[src/sv/lspf_pkg.sv]
// shared constants, types and helpers for the light sweep peak finder
package lspf_pkg;

    localparam int SAMPLE_PORT_BITS  = 16;
    localparam int STEP_BITS         = 8;
    localparam int TOTAL_BITS        = 26;
    localparam int ANGLE_BITS        = 15;
    localparam int PERCENT_BITS      = 16;
    localparam int SCALE_BITS        = 7;
    localparam int CFG_INDEX_BITS    = 1;

    localparam int DEF_SAMPLE_BITS   = 16;
    localparam int DEF_MAX_STEPS     = 180;

    localparam logic [SCALE_BITS-1:0]   PERCENT_SCALE   = 7'd100;
    localparam logic [ANGLE_BITS-1:0]   ANGLE_MAX       = 15'd32767;
    localparam logic [PERCENT_BITS-1:0] PERCENT_MAX     = 16'd65535;
    localparam logic [STEP_BITS-1:0]    STEPS_RESET     = 8'd30;
    localparam logic [STEP_BITS-1:0]    DEGREES_RESET   = 8'd6;

    typedef enum logic [CFG_INDEX_BITS-1:0] {
        REG_SWEEP_STEPS      = 1'b0,
        REG_DEGREES_PER_STEP = 1'b1
    } lspf_reg_index_t;

    // degrees times position, clipped to the angle port range
    function automatic logic [ANGLE_BITS-1:0] sat_angle(
        input logic [2*STEP_BITS-1:0] prod
    );
        logic [ANGLE_BITS-1:0] res;
        if (prod > (2*STEP_BITS)'(ANGLE_MAX)) begin
            res = ANGLE_MAX;
        end else begin
            res = prod[ANGLE_BITS-1:0];
        end
        return res;
    endfunction

endpackage

[src/sv/light_sweep_peak_finder_core.sv]
// top level of the light sweep peak finder
// Each transfer on the s_ channel carries four photosensor samples for one sweep
// position and yields exactly one transfer on the m_ channel. A mid-sweep step
// passes through the accept, accumulate and result load states, waiting in the
// last until the output register is free, and returns the next servo angle. The
// step that completes the sweep also reports the best position, its angle and
// 100*total/(steps*min); that step runs the restoring divider one quotient bit
// per cycle over the 33-bit dividend, or skips it when the minimum is zero.
// Input is taken again as soon as the result sits in the output register, even
// while it waits on m_ready.
module light_sweep_peak_finder_core #(
    parameter int SAMPLE_BITS = lspf_pkg::DEF_SAMPLE_BITS,
    parameter int MAX_STEPS   = lspf_pkg::DEF_MAX_STEPS
) (
    input  logic                                  aclk,
    input  logic                                  aresetn,
    input  logic                                  cfg_wr_en,
    input  logic [lspf_pkg::CFG_INDEX_BITS-1:0]   cfg_index,
    input  logic [lspf_pkg::STEP_BITS-1:0]        cfg_wdata,
    input  logic                                  s_valid,
    output logic                                  s_ready,
    input  logic [lspf_pkg::SAMPLE_PORT_BITS-1:0] s_sample_a,
    input  logic [lspf_pkg::SAMPLE_PORT_BITS-1:0] s_sample_b,
    input  logic [lspf_pkg::SAMPLE_PORT_BITS-1:0] s_sample_c,
    input  logic [lspf_pkg::SAMPLE_PORT_BITS-1:0] s_sample_d,
    output logic                                  m_valid,
    input  logic                                  m_ready,
    output logic [lspf_pkg::ANGLE_BITS-1:0]       m_servo_angle,
    output logic                                  m_sweep_done,
    output logic [lspf_pkg::STEP_BITS-1:0]        m_best_position,
    output logic [lspf_pkg::PERCENT_BITS-1:0]     m_percent_vs_mean,
    output logic                                  m_zero_minimum
);

    localparam int SUM_BITS      = SAMPLE_BITS + 2;
    localparam int STEP_BITS     = lspf_pkg::STEP_BITS;
    localparam int PROD_BITS     = 2 * STEP_BITS;
    localparam int TOTAL_BITS    = lspf_pkg::TOTAL_BITS;
    localparam int DIVIDEND_BITS = TOTAL_BITS + lspf_pkg::SCALE_BITS;
    localparam int DIVISOR_BITS  = STEP_BITS + SUM_BITS;

    typedef enum logic [2:0] {
        ST_IDLE,
        ST_ACCUM,
        ST_PREP,
        ST_DIV,
        ST_OUT
    } state_t;

    state_t state_reg;

    logic [STEP_BITS-1:0] sweep_steps_reg;
    logic [STEP_BITS-1:0] degrees_reg;

    logic [SAMPLE_BITS-1:0] sample_a_reg;
    logic [SAMPLE_BITS-1:0] sample_b_reg;
    logic [SAMPLE_BITS-1:0] sample_c_reg;
    logic [SAMPLE_BITS-1:0] sample_d_reg;

    logic [STEP_BITS-1:0]  position_count_reg;
    logic [SUM_BITS-1:0]   smallest_sum_reg;
    logic [STEP_BITS-1:0]  smallest_position_reg;
    logic [TOTAL_BITS-1:0] running_total_reg;

    logic [lspf_pkg::ANGLE_BITS-1:0]   res_angle_reg;
    logic                              res_done_reg;
    logic [STEP_BITS-1:0]              res_best_reg;
    logic [lspf_pkg::PERCENT_BITS-1:0] res_percent_reg;
    logic                              res_zero_reg;

    logic [DIVIDEND_BITS-1:0] dividend_reg;
    logic [DIVISOR_BITS-1:0]  divisor_reg;
    logic                     div_start_reg;

    logic                              m_valid_reg;
    logic [lspf_pkg::ANGLE_BITS-1:0]   m_angle_reg;
    logic                              m_done_reg;
    logic [STEP_BITS-1:0]              m_best_reg;
    logic [lspf_pkg::PERCENT_BITS-1:0] m_percent_reg;
    logic                              m_zero_reg;

    logic [SUM_BITS-1:0]      step_sum;
    logic [STEP_BITS-1:0]     count_next;
    logic [STEP_BITS-1:0]     steps_eff;
    logic                     div_done;
    logic [DIVIDEND_BITS-1:0] div_quotient;

    always_comb begin
        step_sum   = SUM_BITS'(sample_a_reg) + SUM_BITS'(sample_b_reg)
                   + SUM_BITS'(sample_c_reg) + SUM_BITS'(sample_d_reg);
        count_next = position_count_reg + 1'b1;
        if (sweep_steps_reg == '0) begin
            steps_eff = STEP_BITS'(1);
        end else if (sweep_steps_reg > STEP_BITS'(MAX_STEPS)) begin
            steps_eff = STEP_BITS'(MAX_STEPS);
        end else begin
            steps_eff = sweep_steps_reg;
        end
    end

    lspf_divider #(
        .NUM_BITS (DIVIDEND_BITS),
        .DEN_BITS (DIVISOR_BITS)
    ) u_divider (
        .aclk        (aclk),
        .aresetn     (aresetn),
        .start       (div_start_reg),
        .numerator   (dividend_reg),
        .denominator (divisor_reg),
        .done        (div_done),
        .quotient    (div_quotient)
    );

    always_ff @(posedge aclk) begin
        if (!aresetn) begin
            sweep_steps_reg <= lspf_pkg::STEPS_RESET;
            degrees_reg     <= lspf_pkg::DEGREES_RESET;
        end else if (cfg_wr_en) begin
            case (cfg_index)
                lspf_pkg::REG_SWEEP_STEPS:      sweep_steps_reg <= cfg_wdata;
                lspf_pkg::REG_DEGREES_PER_STEP: degrees_reg     <= cfg_wdata;
                default: ;
            endcase
        end
    end

    always_ff @(posedge aclk) begin
        if (!aresetn) begin
            state_reg             <= ST_IDLE;
            position_count_reg    <= '0;
            smallest_sum_reg      <= '0;
            smallest_position_reg <= '0;
            running_total_reg     <= '0;
            div_start_reg         <= 1'b0;
            m_valid_reg           <= 1'b0;
        end else begin
            div_start_reg <= 1'b0;
            // the output state reloads or holds the output register itself
            if (m_valid_reg && m_ready && (state_reg != ST_OUT)) begin
                m_valid_reg <= 1'b0;
            end
            case (state_reg)
                ST_IDLE: begin
                    if (s_valid) begin
                        sample_a_reg <= s_sample_a[SAMPLE_BITS-1:0];
                        sample_b_reg <= s_sample_b[SAMPLE_BITS-1:0];
                        sample_c_reg <= s_sample_c[SAMPLE_BITS-1:0];
                        sample_d_reg <= s_sample_d[SAMPLE_BITS-1:0];
                        state_reg    <= ST_ACCUM;
                    end
                end
                ST_ACCUM: begin
                    if (position_count_reg == '0) begin
                        smallest_sum_reg      <= step_sum;
                        smallest_position_reg <= '0;
                        running_total_reg     <= TOTAL_BITS'(step_sum);
                    end else begin
                        running_total_reg <= running_total_reg + TOTAL_BITS'(step_sum);
                        if (step_sum < smallest_sum_reg) begin
                            smallest_sum_reg      <= step_sum;
                            smallest_position_reg <= position_count_reg;
                        end
                    end
                    position_count_reg <= count_next;
                    if (count_next < steps_eff) begin
                        res_angle_reg   <= lspf_pkg::sat_angle(PROD_BITS'(degrees_reg)
                                                               * PROD_BITS'(count_next));
                        res_done_reg    <= 1'b0;
                        res_best_reg    <= '0;
                        res_percent_reg <= '0;
                        res_zero_reg    <= 1'b0;
                        state_reg       <= ST_OUT;
                    end else begin
                        state_reg <= ST_PREP;
                    end
                end
                ST_PREP: begin
                    res_angle_reg <= lspf_pkg::sat_angle(PROD_BITS'(degrees_reg)
                                                         * PROD_BITS'(smallest_position_reg));
                    res_done_reg  <= 1'b1;
                    res_best_reg  <= smallest_position_reg;
                    dividend_reg  <= DIVIDEND_BITS'(running_total_reg)
                                   * DIVIDEND_BITS'(lspf_pkg::PERCENT_SCALE);
                    divisor_reg   <= DIVISOR_BITS'(steps_eff) * DIVISOR_BITS'(smallest_sum_reg);
                    // new sweep starts from clean state
                    position_count_reg    <= '0;
                    smallest_sum_reg      <= '0;
                    smallest_position_reg <= '0;
                    running_total_reg     <= '0;
                    if (smallest_sum_reg == '0) begin
                        res_percent_reg <= lspf_pkg::PERCENT_MAX;
                        res_zero_reg    <= 1'b1;
                        state_reg       <= ST_OUT;
                    end else begin
                        res_zero_reg  <= 1'b0;
                        div_start_reg <= 1'b1;
                        state_reg     <= ST_DIV;
                    end
                end
                ST_DIV: begin
                    if (div_done) begin
                        if (div_quotient > DIVIDEND_BITS'(lspf_pkg::PERCENT_MAX)) begin
                            res_percent_reg <= lspf_pkg::PERCENT_MAX;
                        end else begin
                            res_percent_reg <= div_quotient[lspf_pkg::PERCENT_BITS-1:0];
                        end
                        state_reg <= ST_OUT;
                    end
                end
                ST_OUT: begin
                    // wait for the output register to free up
                    if (!m_valid_reg || m_ready) begin
                        m_valid_reg   <= 1'b1;
                        m_angle_reg   <= res_angle_reg;
                        m_done_reg    <= res_done_reg;
                        m_best_reg    <= res_best_reg;
                        m_percent_reg <= res_percent_reg;
                        m_zero_reg    <= res_zero_reg;
                        state_reg     <= ST_IDLE;
                    end
                end
                default: begin
                    state_reg <= ST_IDLE;
                end
            endcase
        end
    end

    assign s_ready           = (state_reg == ST_IDLE);
    assign m_valid           = m_valid_reg;
    assign m_servo_angle     = m_angle_reg;
    assign m_sweep_done      = m_done_reg;
    assign m_best_position   = m_best_reg;
    assign m_percent_vs_mean = m_percent_reg;
    assign m_zero_minimum    = m_zero_reg;

`ifndef SYNTHESIS
    a_busy_after_accept: assert property (@(posedge aclk) disable iff (!aresetn)
        s_valid && s_ready |=> !s_ready)
        else $error("input taken again right after a transfer");

    a_count_in_range: assert property (@(posedge aclk) disable iff (!aresetn)
        position_count_reg <= STEP_BITS'(MAX_STEPS))
        else $error("position count passed the step limit");

    a_zero_saturates: assert property (@(posedge aclk) disable iff (!aresetn)
        m_valid_reg && m_zero_reg |-> m_done_reg && (m_percent_reg == lspf_pkg::PERCENT_MAX))
        else $error("zero minimum without saturated report");

    a_mid_sweep_clear: assert property (@(posedge aclk) disable iff (!aresetn)
        m_valid_reg && !m_done_reg |-> (m_best_reg == '0) && (m_percent_reg == '0))
        else $error("report fields set on a mid-sweep result");

    a_div_done_in_div: assert property (@(posedge aclk) disable iff (!aresetn)
        div_done |-> state_reg == ST_DIV)
        else $error("divider finished outside the divide state");
`endif

endmodule

[src/sv/lspf_divider.sv]
// restoring divider, one quotient bit per clock
module lspf_divider #(
    parameter int NUM_BITS = 33,
    parameter int DEN_BITS = 26
) (
    input  logic                aclk,
    input  logic                aresetn,
    input  logic                start,
    input  logic [NUM_BITS-1:0] numerator,
    input  logic [DEN_BITS-1:0] denominator,
    output logic                done,
    output logic [NUM_BITS-1:0] quotient
);

    localparam int CNT_BITS = $clog2(NUM_BITS + 1);

    logic [NUM_BITS-1:0] num_reg;
    logic [DEN_BITS-1:0] rem_reg;
    logic [DEN_BITS-1:0] den_reg;
    logic [CNT_BITS-1:0] count_reg;
    logic                busy_reg;
    logic                done_reg;

    logic [DEN_BITS:0]   trial;
    logic [DEN_BITS:0]   diff;
    logic                fits;
    logic [DEN_BITS-1:0] rem_next;
    logic [NUM_BITS-1:0] num_next;

    always_comb begin
        trial    = {rem_reg, num_reg[NUM_BITS-1]};
        diff     = trial - {1'b0, den_reg};
        fits     = trial >= {1'b0, den_reg};
        rem_next = fits ? diff[DEN_BITS-1:0] : trial[DEN_BITS-1:0];
        // quotient bits shift in where the dividend bits leave
        num_next = {num_reg[NUM_BITS-2:0], fits};
    end

    always_ff @(posedge aclk) begin
        if (!aresetn) begin
            busy_reg  <= 1'b0;
            done_reg  <= 1'b0;
            count_reg <= '0;
        end else begin
            done_reg <= 1'b0;
            if (start) begin
                num_reg   <= numerator;
                den_reg   <= denominator;
                rem_reg   <= '0;
                count_reg <= CNT_BITS'(NUM_BITS);
                busy_reg  <= 1'b1;
            end else if (busy_reg) begin
                num_reg   <= num_next;
                rem_reg   <= rem_next;
                count_reg <= count_reg - 1'b1;
                if (count_reg == CNT_BITS'(1)) begin
                    busy_reg <= 1'b0;
                    done_reg <= 1'b1;
                end
            end
        end
    end

    assign done     = done_reg;
    assign quotient = num_reg;

endmodule
[config.mk]
export PLATFORM = sky130hd
export DESIGN_NAME = light_sweep_peak_finder_core
export DESIGN_NICKNAME = d
export VERILOG_FILES = /design/src/sv/lspf_pkg.sv /design/src/sv/light_sweep_peak_finder_core.sv /design/src/sv/lspf_divider.sv
export SDC_FILE = /design/constraint.sdc
export NUM_CORES = 1
export LEC_CHECK = 0
export ABC_CLOCK_PERIOD_IN_PS = 11000
export BUFFER_PORTS_ARGS = -buffer_cell sky130_fd_sc_hd__clkbuf_2
export CORE_ASPECT_RATIO = 1.1
export CORE_MARGIN = 4
export CORE_UTILIZATION = 50
export CTS_BUF_LIST = sky130_fd_sc_hd__clkbuf_8
export CTS_CLUSTER_SIZE = 8
export DETAILED_ROUTE_END_ITERATION = 8
export GPL_TIMING_DRIVEN = 0
export PLACE_DENSITY = 0.76
export SLEW_MARGIN = 10
export SYNTH_ARGS = -nofsm -noshare
export SYNTH_HDL_FRONTEND = slang
export SYNTH_SLANG_ARGS = --single-unit
[constraint.sdc]
create_clock -name aclk -period 11 [get_ports aclk]
set_input_delay 2.2 -clock aclk [delete_from_list [all_inputs] [get_ports aclk]]
set_output_delay 2.2 -clock aclk [all_outputs]
set_load 0.005 [all_outputs]
**Word-level counts from Yosys, hierarchy flattened**

Index checks and enable logic that the tools add are counted.

- Bits in registers: 377
- Latch bits: 0
- Memory bits (writable): 0
- Bits in read-only memories: 0
- Output and inout port bits: 43
- Logic and storage cells: 136
- Memories: 0

- $add $sub $neg: 7
- Multiply operators: 4
- Div/mod/pow operators: 0
- Magnitude comparators: 7
- Equality and inequality tests: 12
- Shifts and indexed selects: 0
- Multiplexer cells: 46
- Bitwise operators: 3
- Reductions and logical operators: 24

Operators with widths:

| operator | number |
|---|---|
| two-way mux 26 bit | 3 |
| two-way mux 33 bit | 2 |
| two-way mux 16 bit | 4 |
| one-hot mux 26 bit (2 select lines) | 1 |
| one-hot mux 16 bit (3 select lines) | 1 |
| one-hot mux 8 bit (2 select lines) | 3 |
| two-way mux 15 bit | 3 |
| two-way mux 8 bit | 5 |
| two-way mux 18 bit | 2 |
| one-hot mux 18 bit (2 select lines) | 1 |
| greater-than comparator 33 x 16 -> 1 bit (second input constant) | 1 |
| greater-than comparator 16 x 15 -> 1 bit (second input constant) | 2 |
| multiplier 8 x 8 -> 16 bit | 2 |
| multiplier 26 x 5 -> 31 bit (second input constant) | 1 |
| one-hot mux 15 bit (2 select lines) | 1 |
| greater-or-equal comparator 27 x 26 -> 1 bit | 1 |
| adder 26 x 18 -> 26 bit | 1 |
| multiplier 8 x 18 -> 26 bit | 1 |
| subtractor 26 bit | 1 |
| adder 17 x 16 -> 18 bit | 1 |
| adder 18 x 16 -> 18 bit | 1 |
| logical NOT 18 bit | 1 |
| < comparator 18 bit | 1 |
| adder 16 x 16 -> 17 bit | 1 |
| other kinds (29) | 62 |

**Logic depth before layout (Yosys ltp)**

Gate-level depths: netlist of run 1.

- Word-level depth: 7
- Gate-level depth with buffers: 25
- Gate-level depth less buffers: 24

**By module**

A second synthesis of run 1 with hierarchy kept.

- Cells, all modules: 2,896
- Area total of the unflattened synthesis: 29,623.4 µm²

Modules (own cells, without submodules):

| module | instances | cells an instance | area each (µm²) |
|---|---|---|---|
| light_sweep_peak_finder_core | 1 | 2,410 | 24,136.9 |
| lspf_divider | 1 | 486 | 5,486.5 |

**Worst setup path before layout of run 1**

Ideal clock, no wire load.

- Path type: input to register
- Start point: input port aresetn
- End point: register sample_a_reg[0], enable pin
- Setup time: 666 ps
- Data arrival time: 8,934 ps
- Data required time: 10,334 ps
- Setup slack: 1,400 ps
- Cell stages on the path: 2
- Buffers on the path: 0
- Path through: nand2b_1 -> nor4b_1

- Word-level cells in the longest chain between the ends: 1

RTL lines:

| element | RTL line | RTL |
|---|---|---|
| start, declared | light_sweep_peak_finder_core.sv:16 | `input logic aresetn,` |
| AND reduction 3 bit (no line) | - |  |
| end signal, assigned | light_sweep_peak_finder_core.sv:145 | `sample_a_reg <= s_sample_a[SAMPLE_BITS-1:0];` |
| end, declared | light_sweep_peak_finder_core.sv:55 | `logic [SAMPLE_BITS-1:0] sample_a_reg;` |

No other way between the ends.
A chain may end at the register's enable or synchronous reset.

**Worst setup path after layout of run 1**

- Start point: register position_count_reg[0]
- End point: register res_angle_reg[7] in the netlist's numbering (data pin)

- Word-level cells in the longest chain between the ends: 6

RTL lines:

| element | RTL line | RTL |
|---|---|---|
| start, declared | light_sweep_peak_finder_core.sv:60 | `logic [STEP_BITS-1:0] position_count_reg;` |
| start signal, assigned | light_sweep_peak_finder_core.sv:164 | `position_count_reg <= count_next;` |
| adder 8 x 1 -> 8 bit (*) | light_sweep_peak_finder_core.sv:91 | `count_next = position_count_reg + 1'b1;` |
| multiplier 8 x 8 -> 16 bit (*) | light_sweep_peak_finder_core.sv:167 | `* PROD_BITS'(count_next));` |
| greater-than comparator 16 x 15 -> 1 bit | lspf_pkg.sv:31 | `if (prod > (2*STEP_BITS)'(ANGLE_MAX)) begin` |
| two-way mux 15 bit (*) | lspf_pkg.sv:31 |  |
| two-way mux 15 bit (*) | light_sweep_peak_finder_core.sv:165 | `if (count_next < steps_eff) begin` |
| one-hot mux 15 bit (2 select lines) (*) | light_sweep_peak_finder_core.sv:142 | `case (state_reg)` |
| end signal, assigned | light_sweep_peak_finder_core.sv:166 | `res_angle_reg <= lspf_pkg::sat_angle(PROD_BITS'(degrees_reg)` |
| end signal, assigned | light_sweep_peak_finder_core.sv:178 | `res_angle_reg <= lspf_pkg::sat_angle(PROD_BITS'(degrees_reg)` |
| end, declared | light_sweep_peak_finder_core.sv:65 | `logic [lspf_pkg::ANGLE_BITS-1:0] res_angle_reg;` |

Mark *: on every way between the ends. The rest lies on a longest branch, timed or not. The select of a mux whose other input is x is not followed.

==> impl_table.tex, run 1 <==
\begin{tabular}{lr}
\hline
Metric & Value \\
\hline
\multicolumn{2}{l}{\textbf{Timing}} \\
\quad Transition time of the tightest slew-check pin & approximately 1.0 ns \\
\quad Final number of hold-violating endpoints & 0 \\
\quad Final setup violation count & 0 \\
\quad Worst slew margin relative to its limit & between 20\% and 30\% \\
\quad Maximum clock frequency & about 140 MHz \\
\quad Setup TNS & 0 ns \\
\quad Setup skew after layout & 0.0308 ns \\
\quad Post-route minimum period & just under 7 ns \\
\quad Setup repair after global routing missed its margin & no \\
\quad Post-Route Hold Slack & roughly 0.41 ns \\
\quad Worst path setup slack after routing & 4.08 ns \\
\quad Count of pins over their slew limit & 0 \\
\quad Final worst-path cycle share & between 60\% and 70\% \\
\multicolumn{2}{l}{\textbf{Clock network}} \\
\quad Clock tree from TritonCTS & yes \\
\quad TritonCTS buffer count & 66 \\
\quad Clk sinks & 377 \\
\quad Resized Gates After CTS & 0 \\
\quad Clk pin slew, worst setup/hold paths & 0.07 ns \\
\quad H-tree levels & 3 \\
\quad CTS Root Cell & sky130\_fd\_sc\_hd\_\_clkbuf\_8 \\
\quad Hold\_buf cts & 0 \\
\quad Bufs on Longest Clock Path & 3 \\
\quad Number of setup buffers added after CTS & 0 \\
\quad Latest clock arrival within the worst-skew pair & $\sim$0.62 ns \\
\multicolumn{2}{l}{\textbf{Setup path}} \\
\quad Critical Path Start Type & register \\
\quad Worst Path Max Fanout & 10 \\
\quad Endpoint kind of the worst setup timing path & register \\
\quad Arrival time of the worst setup path & about 7.4 ns \\
\quad Required time of the worst setup path & 11.43 ns \\
\quad End of the worst register-to-register path & res\_angle\_reg[7]\$\_DFFE\_PP\_ \\
\quad Beginning of the worst register-to-register path & position\_count\_reg[0]\$\_SDFFE\_PN0P\_ \\
\quad Launch point of the worst path & position\_count\_reg[0]\$\_SDFFE\_PN0P\_ \\
\quad Depth of the most critical reg-to-reg path & 23 \\
\quad CP Class & reg2reg \\
\quad Worst reg2reg setup slack & around 4 ns \\
\multicolumn{2}{l}{\textbf{Die}} \\
\quad Area of the die & between 0.06 and 0.07 mm² \\
\quad Number of top-level pins & between 100 and 150 \\
\quad Initial core utilization & 50.4\% \\
\quad Vertical die dimension & around 260 µm \\
\quad Overall die width & 237 µm \\
\quad Standard-cell row count & 92 \\
\quad Floorplan core area & around 0.057 mm² \\
\multicolumn{2}{l}{\textbf{Route}} \\
\quad Drt total wl & 64400 µm \\
\quad Initial detailed-routing violation count & $\sim$1400 \\
\quad 1st-pass router iterations & 8 \\
\quad Post-route DRC & 0 \\
\quad Count of antenna-violating nets left after detailed routing & 0 \\
\quad Via count normalized by instance count & about 5.4 \\
\quad Average wire per cell in the routed design & around 17 µm \\
\quad Vias post-DR & 20899 \\
\multicolumn{2}{l}{\textbf{Run}} \\
\quad Max-cap check violation count & 0 \\
\multicolumn{2}{l}{\textbf{Place}} \\
\quad Quantity of I/O buffers inserted on ports & 120 \\
\quad Worst setup slack after placement & 4.17 ns \\
\quad DP HPWL & 50100 µm \\
\quad Gp weighted congestion & $\sim$0.9 \\
\multicolumn{2}{l}{\textbf{Hold path}} \\
\quad Startpoint of the lowest-slack hold path & res\_angle\_reg[8]\$\_DFFE\_PP\_ \\
\quad Worst hold path stage count & 0 \\
\quad Worst-case hold path end point & m\_servo\_angle[8]\$\_DFFE\_PP\_ \\
\quad Kind of path behind the tightest hold check & reg2reg \\
\multicolumn{2}{l}{\textbf{Logic synthesis}} \\
\quad Number of instances in the synthesized netlist & about 2800 \\
\quad Net Count, Synth & between 3000 and 4000 \\
\quad Top cell types by occurrence after synthesis & sky130\_fd\_sc\_hd\_\_inv\_1 (422), sky130\_fd\_sc\_hd\_\_ha\_1 (289), sky130\_fd\_sc\_hd\_\_edfxtp\_1 (288), sky130\_fd\_sc\_hd\_\_nor2\_1 (269), sky130\_fd\_sc\_hd\_\_nand2\_1 (224) \\
\quad Most frequent cell after synthesis & sky130\_fd\_sc\_hd\_\_inv\_1 \\
\quad Post-synth EDFFs & $\sim$290 \\
\quad Portion of synthesized cell area occupied by the leading cell type & 30.0\% \\
\quad Mean Syn Cell Area & $\sim$10 µm² \\
\quad Cell variety after synth & between 70 and 80 \\
\quad Number of warnings reported in the yosys synthesis log & 0 \\
\quad Synth area leaders & sky130\_fd\_sc\_hd\_\_edfxtp\_1 (30\%), sky130\_fd\_sc\_hd\_\_fa\_1 (15\%), sky130\_fd\_sc\_hd\_\_ha\_1 (13\%) \\
\quad Area of the mapped netlist & between 0.02 and 0.03 mm² \\
\quad Share of flip-flops with an asynchronous set or reset after synthesis & 0\% \\
\quad FF+latch count, synth & approximately 380 \\
\quad Leading area contributor after synthesis & sky130\_fd\_sc\_hd\_\_edfxtp\_1 \\
\quad Portion of the post-synthesis area used by sequential elements & between 30 and 40\% \\
\quad Leading register cell type out of synthesis & sky130\_fd\_sc\_hd\_\_edfxtp\_1 \\
\multicolumn{2}{l}{\textbf{GRT}} \\
\quad First-pass GRT wire length & around 100000 µm \\
\quad Vias in the first global route & between 20000 and 25000 \\
\quad Largest net degree at the start of global routing & 32 \\
\quad All-Layer GR Usage & around a fifth \\
\quad GR Overflow Total & 0 \\
\quad Number of antenna violations at the first check in global routing & 1 \\
\multicolumn{2}{l}{\textbf{Finish}} \\
\quad Largest register FFs & 33 \\
\quad Layout area overhead & 10.6\% \\
\quad Layout fillers & about 5000 \\
\quad Final core utilization & between 50 and 60\% \\
\quad Layout cells sized above 1 & about a tenth \\
\quad Number of nets in the layout & 3637 \\
\multicolumn{2}{l}{\textbf{Run status}} \\
\quad Run status & completed \\
\multicolumn{2}{l}{\textbf{Pwr}} \\
\quad Power density relative to cell area & around 130 mW/mm² \\
\quad Internal Pwr Total & 0.00274 W \\
\quad Max IR drop VDD & approximately 0.00012 V \\
\quad Combinational group share of total power & roughly 30\% \\
\quad Portion of total power attributed to the clock network & between 30\% and 40\% \\
\quad Sequential cell fraction of total power & 39.7\% \\
\quad Net switching component of the power & about 0.0014 W \\
\quad Design Power & about 0.0041 W \\
\quad Net switching fraction of the power & approximately a third \\
\quad Leakage Power & approximately 15 nW \\
\hline
\end{tabular}
routing by layer:
layer	routed length, µm	up-vias	GRT usage (%)	share of wire (%)
li1	-	10037	-	-
met1	27000	10042	27.0	42
met3	3670	152	3.26	5.7
met5	0	-	0	0
met4	2530	0	9.07	3.9
met2	31100	668	35.1	48
kinds of logic (layout without fill, tap and decap cells):
kind of cell / count (synthesis) / count (layout) / share of synthesized area, %
and+or+nand+nor: 802 / 802 / 12.9
buffers and inverters: 517 / 772 / 6.77
adders and majority gates: 512 / 512 / 28.0
AOI/OAI and AO/OA: 474 / 474 / 10.9
DFF: 377 / 377 / 36.2
xor gates and xnor gates: 117 / 117 / 3.55
muxes: 44 / 44 / 1.67
other: 0 / 1 / 0
power by group through the flow:
stage / combinational (W) / sequential (W) / clock, W
final: 0.00122 / 0.00163 / 0.00125
after global placement: 0.00116 / 0.00166 / 0
after detailed placement: 0.00121 / 0.00166 / 0
after global routing: 0.00138 / 0.00163 / 0.00135
after floorplan: 0.000922 / 0.00164 / 0
after CTS: 0.00122 / 0.00163 / 0.00128
area by class of cell:
type                    instances  area (µm²)  area share (%)
repair buffers                136         801            2.51
multi-input cells            1949       16500            51.7
clock inverters                44         239           0.750
plain buffers                  83         323            1.01
diodes                          1        2.50         0.00785
well taps                     752         941            2.95
flip-flops and latches        377       10400            32.7
inverters                     434        1630            5.11
clock buffers                  75        1030            3.24
worst max-delay path, cell delays in order (launching register included):
cell and delay [ns]:
sky130_fd_sc_hd__dfxtp_1 0.35, sky130_fd_sc_hd__clkbuf_1 0.42, sky130_fd_sc_hd__and3_1 0.24, sky130_fd_sc_hd__nand3_1 0.16
sky130_fd_sc_hd__nor2_1 0.17, sky130_fd_sc_hd__xor2_1 0.72, sky130_fd_sc_hd__nand2_1 0.18, sky130_fd_sc_hd__fa_1 0.54
sky130_fd_sc_hd__fa_1 0.54, sky130_fd_sc_hd__inv_1 0.05, sky130_fd_sc_hd__fa_1 0.53, sky130_fd_sc_hd__inv_1 0.06
sky130_fd_sc_hd__fa_1 0.53, sky130_fd_sc_hd__inv_1 0.04, sky130_fd_sc_hd__ha_1 0.34, sky130_fd_sc_hd__inv_1 0.07
sky130_fd_sc_hd__o21ai_0 0.27, sky130_fd_sc_hd__nand3_1 0.16, sky130_fd_sc_hd__a31oi_1 0.19, sky130_fd_sc_hd__xnor2_1 0.13
sky130_fd_sc_hd__nand2_1 0.23, sky130_fd_sc_hd__clkbuf_1 0.42, sky130_fd_sc_hd__nor2_1 0.15, sky130_fd_sc_hd__a21oi_1 0.24
how the worst max path moves through the flow:
stage                     depth (start not counted)  slack [ns]                     endpoint
final                                            23        4.08   res_angle_reg[7]$_DFFE_PP_
after global routing                             23        3.68  res_angle_reg[13]$_DFFE_PP_
after CTS                                        23        4.15   res_angle_reg[7]$_DFFE_PP_
after detailed placement                         23        4.17   res_angle_reg[7]$_DFFE_PP_
after global placement                            3       -1.34    sample_a_reg[1]$_DFFE_PP_
after floorplan                                   2        1.40    sample_a_reg[0]$_DFFE_PP_
placed cells by master, fill, tap and decap left out, types with 24 or more instances in the layout:
cell type | Yosys | routed
sky130_fd_sc_hd__a21o_1 | 36 | 36
sky130_fd_sc_hd__a21oi_1 | 143 | 143
sky130_fd_sc_hd__a22oi_1 | 36 | 36
sky130_fd_sc_hd__and2_1 | 93 | 93
sky130_fd_sc_hd__clkbuf_1 | 71 | 71
sky130_fd_sc_hd__clkbuf_2 | 0 | 120
sky130_fd_sc_hd__clkbuf_8 | 0 | 75
sky130_fd_sc_hd__dfxtp_1 | 89 | 89
sky130_fd_sc_hd__edfxtp_1 | 288 | 288
sky130_fd_sc_hd__fa_1 | 223 | 223
sky130_fd_sc_hd__ha_1 | 289 | 289
sky130_fd_sc_hd__inv_1 | 422 | 446
sky130_fd_sc_hd__mux2_2 | 32 | 32
sky130_fd_sc_hd__nand2_1 | 224 | 224
sky130_fd_sc_hd__nand3_1 | 38 | 38
sky130_fd_sc_hd__nor2_1 | 269 | 263
sky130_fd_sc_hd__nor2b_1 | 24 | 24
sky130_fd_sc_hd__nor3_1 | 50 | 50
sky130_fd_sc_hd__o21a_1 | 37 | 37
sky130_fd_sc_hd__o21ai_0 | 74 | 74
sky130_fd_sc_hd__xnor2_1 | 81 | 81
sky130_fd_sc_hd__xor2_1 | 36 | 36
through the flow:
step,cells,instance area [µm²]
floorplan,2843,28800
global placement,3715,30400
detailed placement,3731,30600
CTS,3850,31900
global route,3851,31900
finish,3851,31900
Note: power is estimated with default switching activity, not from simulation.
==> run 2: changes to the inputs <==
--- a/config.mk
+++ b/config.mk
@@ -5,7 +5,7 @@
 export SDC_FILE = /design/constraint.sdc
 export NUM_CORES = 1
 export LEC_CHECK = 0
-export ABC_CLOCK_PERIOD_IN_PS = 11000
+export ABC_CLOCK_PERIOD_IN_PS = 7300
 export BUFFER_PORTS_ARGS = -buffer_cell sky130_fd_sc_hd__clkbuf_2
 export CORE_ASPECT_RATIO = 1.1
 export CORE_MARGIN = 4
==> constraint.sdc (replaced) <==
create_clock -name aclk -period 7.3 [get_ports aclk]
set_input_delay 1.46 -clock aclk [delete_from_list [all_inputs] [get_ports aclk]]
set_output_delay 1.46 -clock aclk [all_outputs]
set_load 0.005 [all_outputs]
==> run 2 against run 1 <==
- total power up 49%
- critical path depth unchanged
- worst setup slack worse by 3.8 ns
- sequential power up 50%
- global-route usage down 0.091 points
- sequential cell count unchanged
- first-iteration DRC count down 1.0%
- non-clock buffer count down 5
- critical path type unchanged
- largest power group unchanged
==> impl_table.tex, run 2 (same netlist as run 1, synthesis figures left out) <==
\begin{tabular}{lr}
\hline
Metric & Value \\
\hline
\multicolumn{2}{l}{\textbf{Setup path}} \\
\quad Critical Path Start Type & register \\
\quad Endpoint kind of the worst setup timing path & register \\
\quad Arrival time of the worst setup path & 7.35 ns (about the same) \\
\quad Required time of the worst setup path & 7.62 ns (-3.81 ns) \\
\quad CP Class & reg2reg \\
\quad Worst Path Max Fanout & 10 (unchanged) \\
\multicolumn{2}{l}{\textbf{Clock network}} \\
\quad TritonCTS buffer count & 67 (+1.5\%) \\
\quad Latest clock arrival within the worst-skew pair & 0.66 ns (+0.04 ns) \\
\quad Clock tree from TritonCTS & yes \\
\quad Hold\_buf cts & 0 (unchanged) \\
\quad Bufs on Longest Clock Path & 3 (unchanged) \\
\quad H-tree levels & 3 (unchanged) \\
\quad Clk pin slew, worst setup/hold paths & 0.06 ns (about the same) \\
\quad Number of setup buffers added after CTS & 0 (unchanged) \\
\quad CTS Root Cell & sky130\_fd\_sc\_hd\_\_clkbuf\_8 \\
\quad Resized Gates After CTS & 0 (unchanged) \\
\quad Clk sinks & 377 (unchanged) \\
\multicolumn{2}{l}{\textbf{Route}} \\
\quad Drt total wl & 63900 µm (-0.68\%) \\
\quad Average wire per cell in the routed design & 16.6 µm (-0.50\%) \\
\quad Vias post-DR & 20781 (-0.56\%) \\
\quad Via count normalized by instance count & 5.41 (-0.38\%) \\
\quad Post-route DRC & 0 (unchanged) \\
\quad 1st-pass router iterations & 8 (unchanged) \\
\quad Initial detailed-routing violation count & 1374 (-1.0\%) \\
\quad Count of antenna-violating nets left after detailed routing & 0 (unchanged) \\
\multicolumn{2}{l}{\textbf{Finish}} \\
\quad Design area & 0.0318 mm² (-0.20\%) \\
\quad Footprint of the multi-input gates & 0.0165 mm² (about the same) \\
\quad Layout cells sized above 1 & 9.32\% (-0.11 points) \\
\quad Most common cell after layout, fill and taps aside & sky130\_fd\_sc\_hd\_\_inv\_1 \\
\quad Largest register FFs & 33 (unchanged) \\
\quad Number of nets in the layout & 3633 (-0.11\%) \\
\quad Most used cells in the layout excluding fill and tap cells & sky130\_fd\_sc\_hd\_\_inv\_1 (439), sky130\_fd\_sc\_hd\_\_ha\_1 (289), sky130\_fd\_sc\_hd\_\_edfxtp\_1 (288) \\
\quad Sequential cell area in the final layout & 0.0104 mm² (unchanged) \\
\quad Layout area overhead & 10.4\% \\
\quad Layout fillers & 4843 (-0.84\%) \\
\multicolumn{2}{l}{\textbf{Die}} \\
\quad Overall die width & 237 µm (unchanged) \\
\quad Standard-cell row count & 92 (unchanged) \\
\quad Vertical die dimension & 260 µm (unchanged) \\
\quad Initial core utilization & 50.4\% (unchanged) \\
\quad Number of top-level pins & 121 (unchanged) \\
\quad Floorplan core area & 0.0572 mm² (unchanged) \\
\quad Area of the die & 0.0616 mm² (unchanged) \\
\multicolumn{2}{l}{\textbf{Timing}} \\
\quad Setup repair after global routing missed its margin & no \\
\quad Post-Route Hold Slack & 0.403 ns (-0.00299 ns) \\
\quad Setup skew after layout & 0.0421 ns (+0.0113 ns) \\
\quad Worst path setup slack after routing & 0.270 ns (-3.80 ns) \\
\quad Final setup violation count & 0 (unchanged) \\
\quad Final worst-path cycle share & 96.3\% (+33 points) \\
\quad Post-route minimum period & 7.03 ns (+0.105 ns) \\
\quad Final number of hold-violating endpoints & 0 (unchanged) \\
\quad Setup TNS & 0 ns (unchanged) \\
\quad Worst slew margin relative to its limit & 30.5\% (+0.56 points) \\
\quad Maximum clock frequency & 142 MHz (-1.5\%) \\
\quad Transition time of the tightest slew-check pin & 1.03 ns (-0.0123 ns) \\
\quad Count of pins over their slew limit & 0 (unchanged) \\
\multicolumn{2}{l}{\textbf{GRT}} \\
\quad GR Overflow Total & 0 (unchanged) \\
\quad Number of antenna violations at the first check in global routing & 1 (unchanged) \\
\quad First-pass GRT wire length & 104000 µm (-0.72\%) \\
\quad All-Layer GR Usage & 20.8\% (-0.091 points) \\
\quad Largest net degree at the start of global routing & 32 (unchanged) \\
\quad Vias in the first global route & 20520 (-1.3\%) \\
\multicolumn{2}{l}{\textbf{Pwr}} \\
\quad Leakage Power & 14.4 nW (-0.52\%) \\
\quad Max IR drop VDD & 0.000196 V (+61\%) \\
\quad Power density relative to cell area & 192 mW/mm² (+49\%) \\
\multicolumn{2}{l}{\textbf{Place}} \\
\quad Worst setup slack after placement & 0.418 ns (-3.75 ns) \\
\quad DP HPWL & 49700 µm (-0.71\%) \\
\quad Gp weighted congestion & 0.892 (+1.6\%) \\
\quad Quantity of I/O buffers inserted on ports & 120 (unchanged) \\
\quad Cell area after placement & 0.0306 mm² (about the same) \\
\multicolumn{2}{l}{\textbf{Run status}} \\
\quad Run status & completed \\
\multicolumn{2}{l}{\textbf{Hold path}} \\
\quad Kind of path behind the tightest hold check & reg2reg \\
\multicolumn{2}{l}{\textbf{Run}} \\
\quad Max-cap check violation count & 0 (unchanged) \\
\hline
\end{tabular}
run 2: critical path: stages (launching register included):
cell	delay, ns
sky130_fd_sc_hd__dfxtp_1	0.35
sky130_fd_sc_hd__clkbuf_1	0.44
sky130_fd_sc_hd__and3_1	0.24
sky130_fd_sc_hd__nand3_1	0.15
sky130_fd_sc_hd__nor2_1	0.17
sky130_fd_sc_hd__xor2_1	0.78
sky130_fd_sc_hd__nand2_1	0.18
sky130_fd_sc_hd__fa_1	0.55
sky130_fd_sc_hd__fa_1	0.54
sky130_fd_sc_hd__inv_1	0.05
sky130_fd_sc_hd__fa_1	0.52
sky130_fd_sc_hd__inv_1	0.06
sky130_fd_sc_hd__fa_1	0.52
sky130_fd_sc_hd__inv_1	0.04
sky130_fd_sc_hd__ha_1	0.33
sky130_fd_sc_hd__inv_1	0.07
sky130_fd_sc_hd__o21ai_0	0.32
sky130_fd_sc_hd__nand3_1	0.17
sky130_fd_sc_hd__a31oi_1	0.21
sky130_fd_sc_hd__xnor2_1	0.17
sky130_fd_sc_hd__nand2_1	0.24
sky130_fd_sc_hd__clkbuf_1	0.31
sky130_fd_sc_hd__nor2_1	0.20
sky130_fd_sc_hd__a21oi_1	0.08
run 2: cell type report:
type | count | area share, %
Buffer | 83 | 1.01
Antenna cell | 1 | 0.00786
Multi-Input combinational cell | 1949 | 51.8
Inverter | 434 | 5.12
Timing Repair Buffer | 131 | 2.49
Sequential cell | 377 | 32.8
Clock inverter | 47 | 0.771
Clock buffer | 70 | 3.03
Tap cell | 752 | 2.96
run 2: worst paths after layout:
check                                          to  slack [ns]                                from  cells past startpoint
setup / recovery       res_angle_reg[7]$_DFFE_PP_        0.27  position_count_reg[0]$_SDFFE_PN0P_                     23
hold / removal    u_divider.den_reg[21]$_DFFE_PP_        0.40           divisor_reg[21]$_DFFE_PP_                      0
setup reg to reg       res_angle_reg[7]$_DFFE_PP_        0.27  position_count_reg[0]$_SDFFE_PN0P_                     23
hold reg to reg   u_divider.den_reg[21]$_DFFE_PP_        0.40           divisor_reg[21]$_DFFE_PP_                      0
run 2: metal layers:
layer / track usage, % / share of wire, %
met5: 0 / 0
met4: 9.96 / 4.7
met3: 3.39 / 5.5
met2: 34.2 / 47
met1: 27.0 / 43
run 2: power breakdown:
| part | switching, W | internal (W) | total, W |
|---|---|---|---|
| registers | 0.0000669 | 0.00239 | 0.00245 |
| logic | 0.00110 | 0.000733 | 0.00183 |
| clock network | 0.000891 | 0.000928 | 0.00182 |
run 2: metrics by stage:
stage,utilization [%],instances,total power (W)
after floorplan,-,2843,0.00386
after global placement,53.1,3715,0.00426
after detailed placement,53.5,3726,0.00431
after CTS,55.6,3843,0.00616
after global routing,55.6,3844,0.00651
final,55.6,3844,0.00611
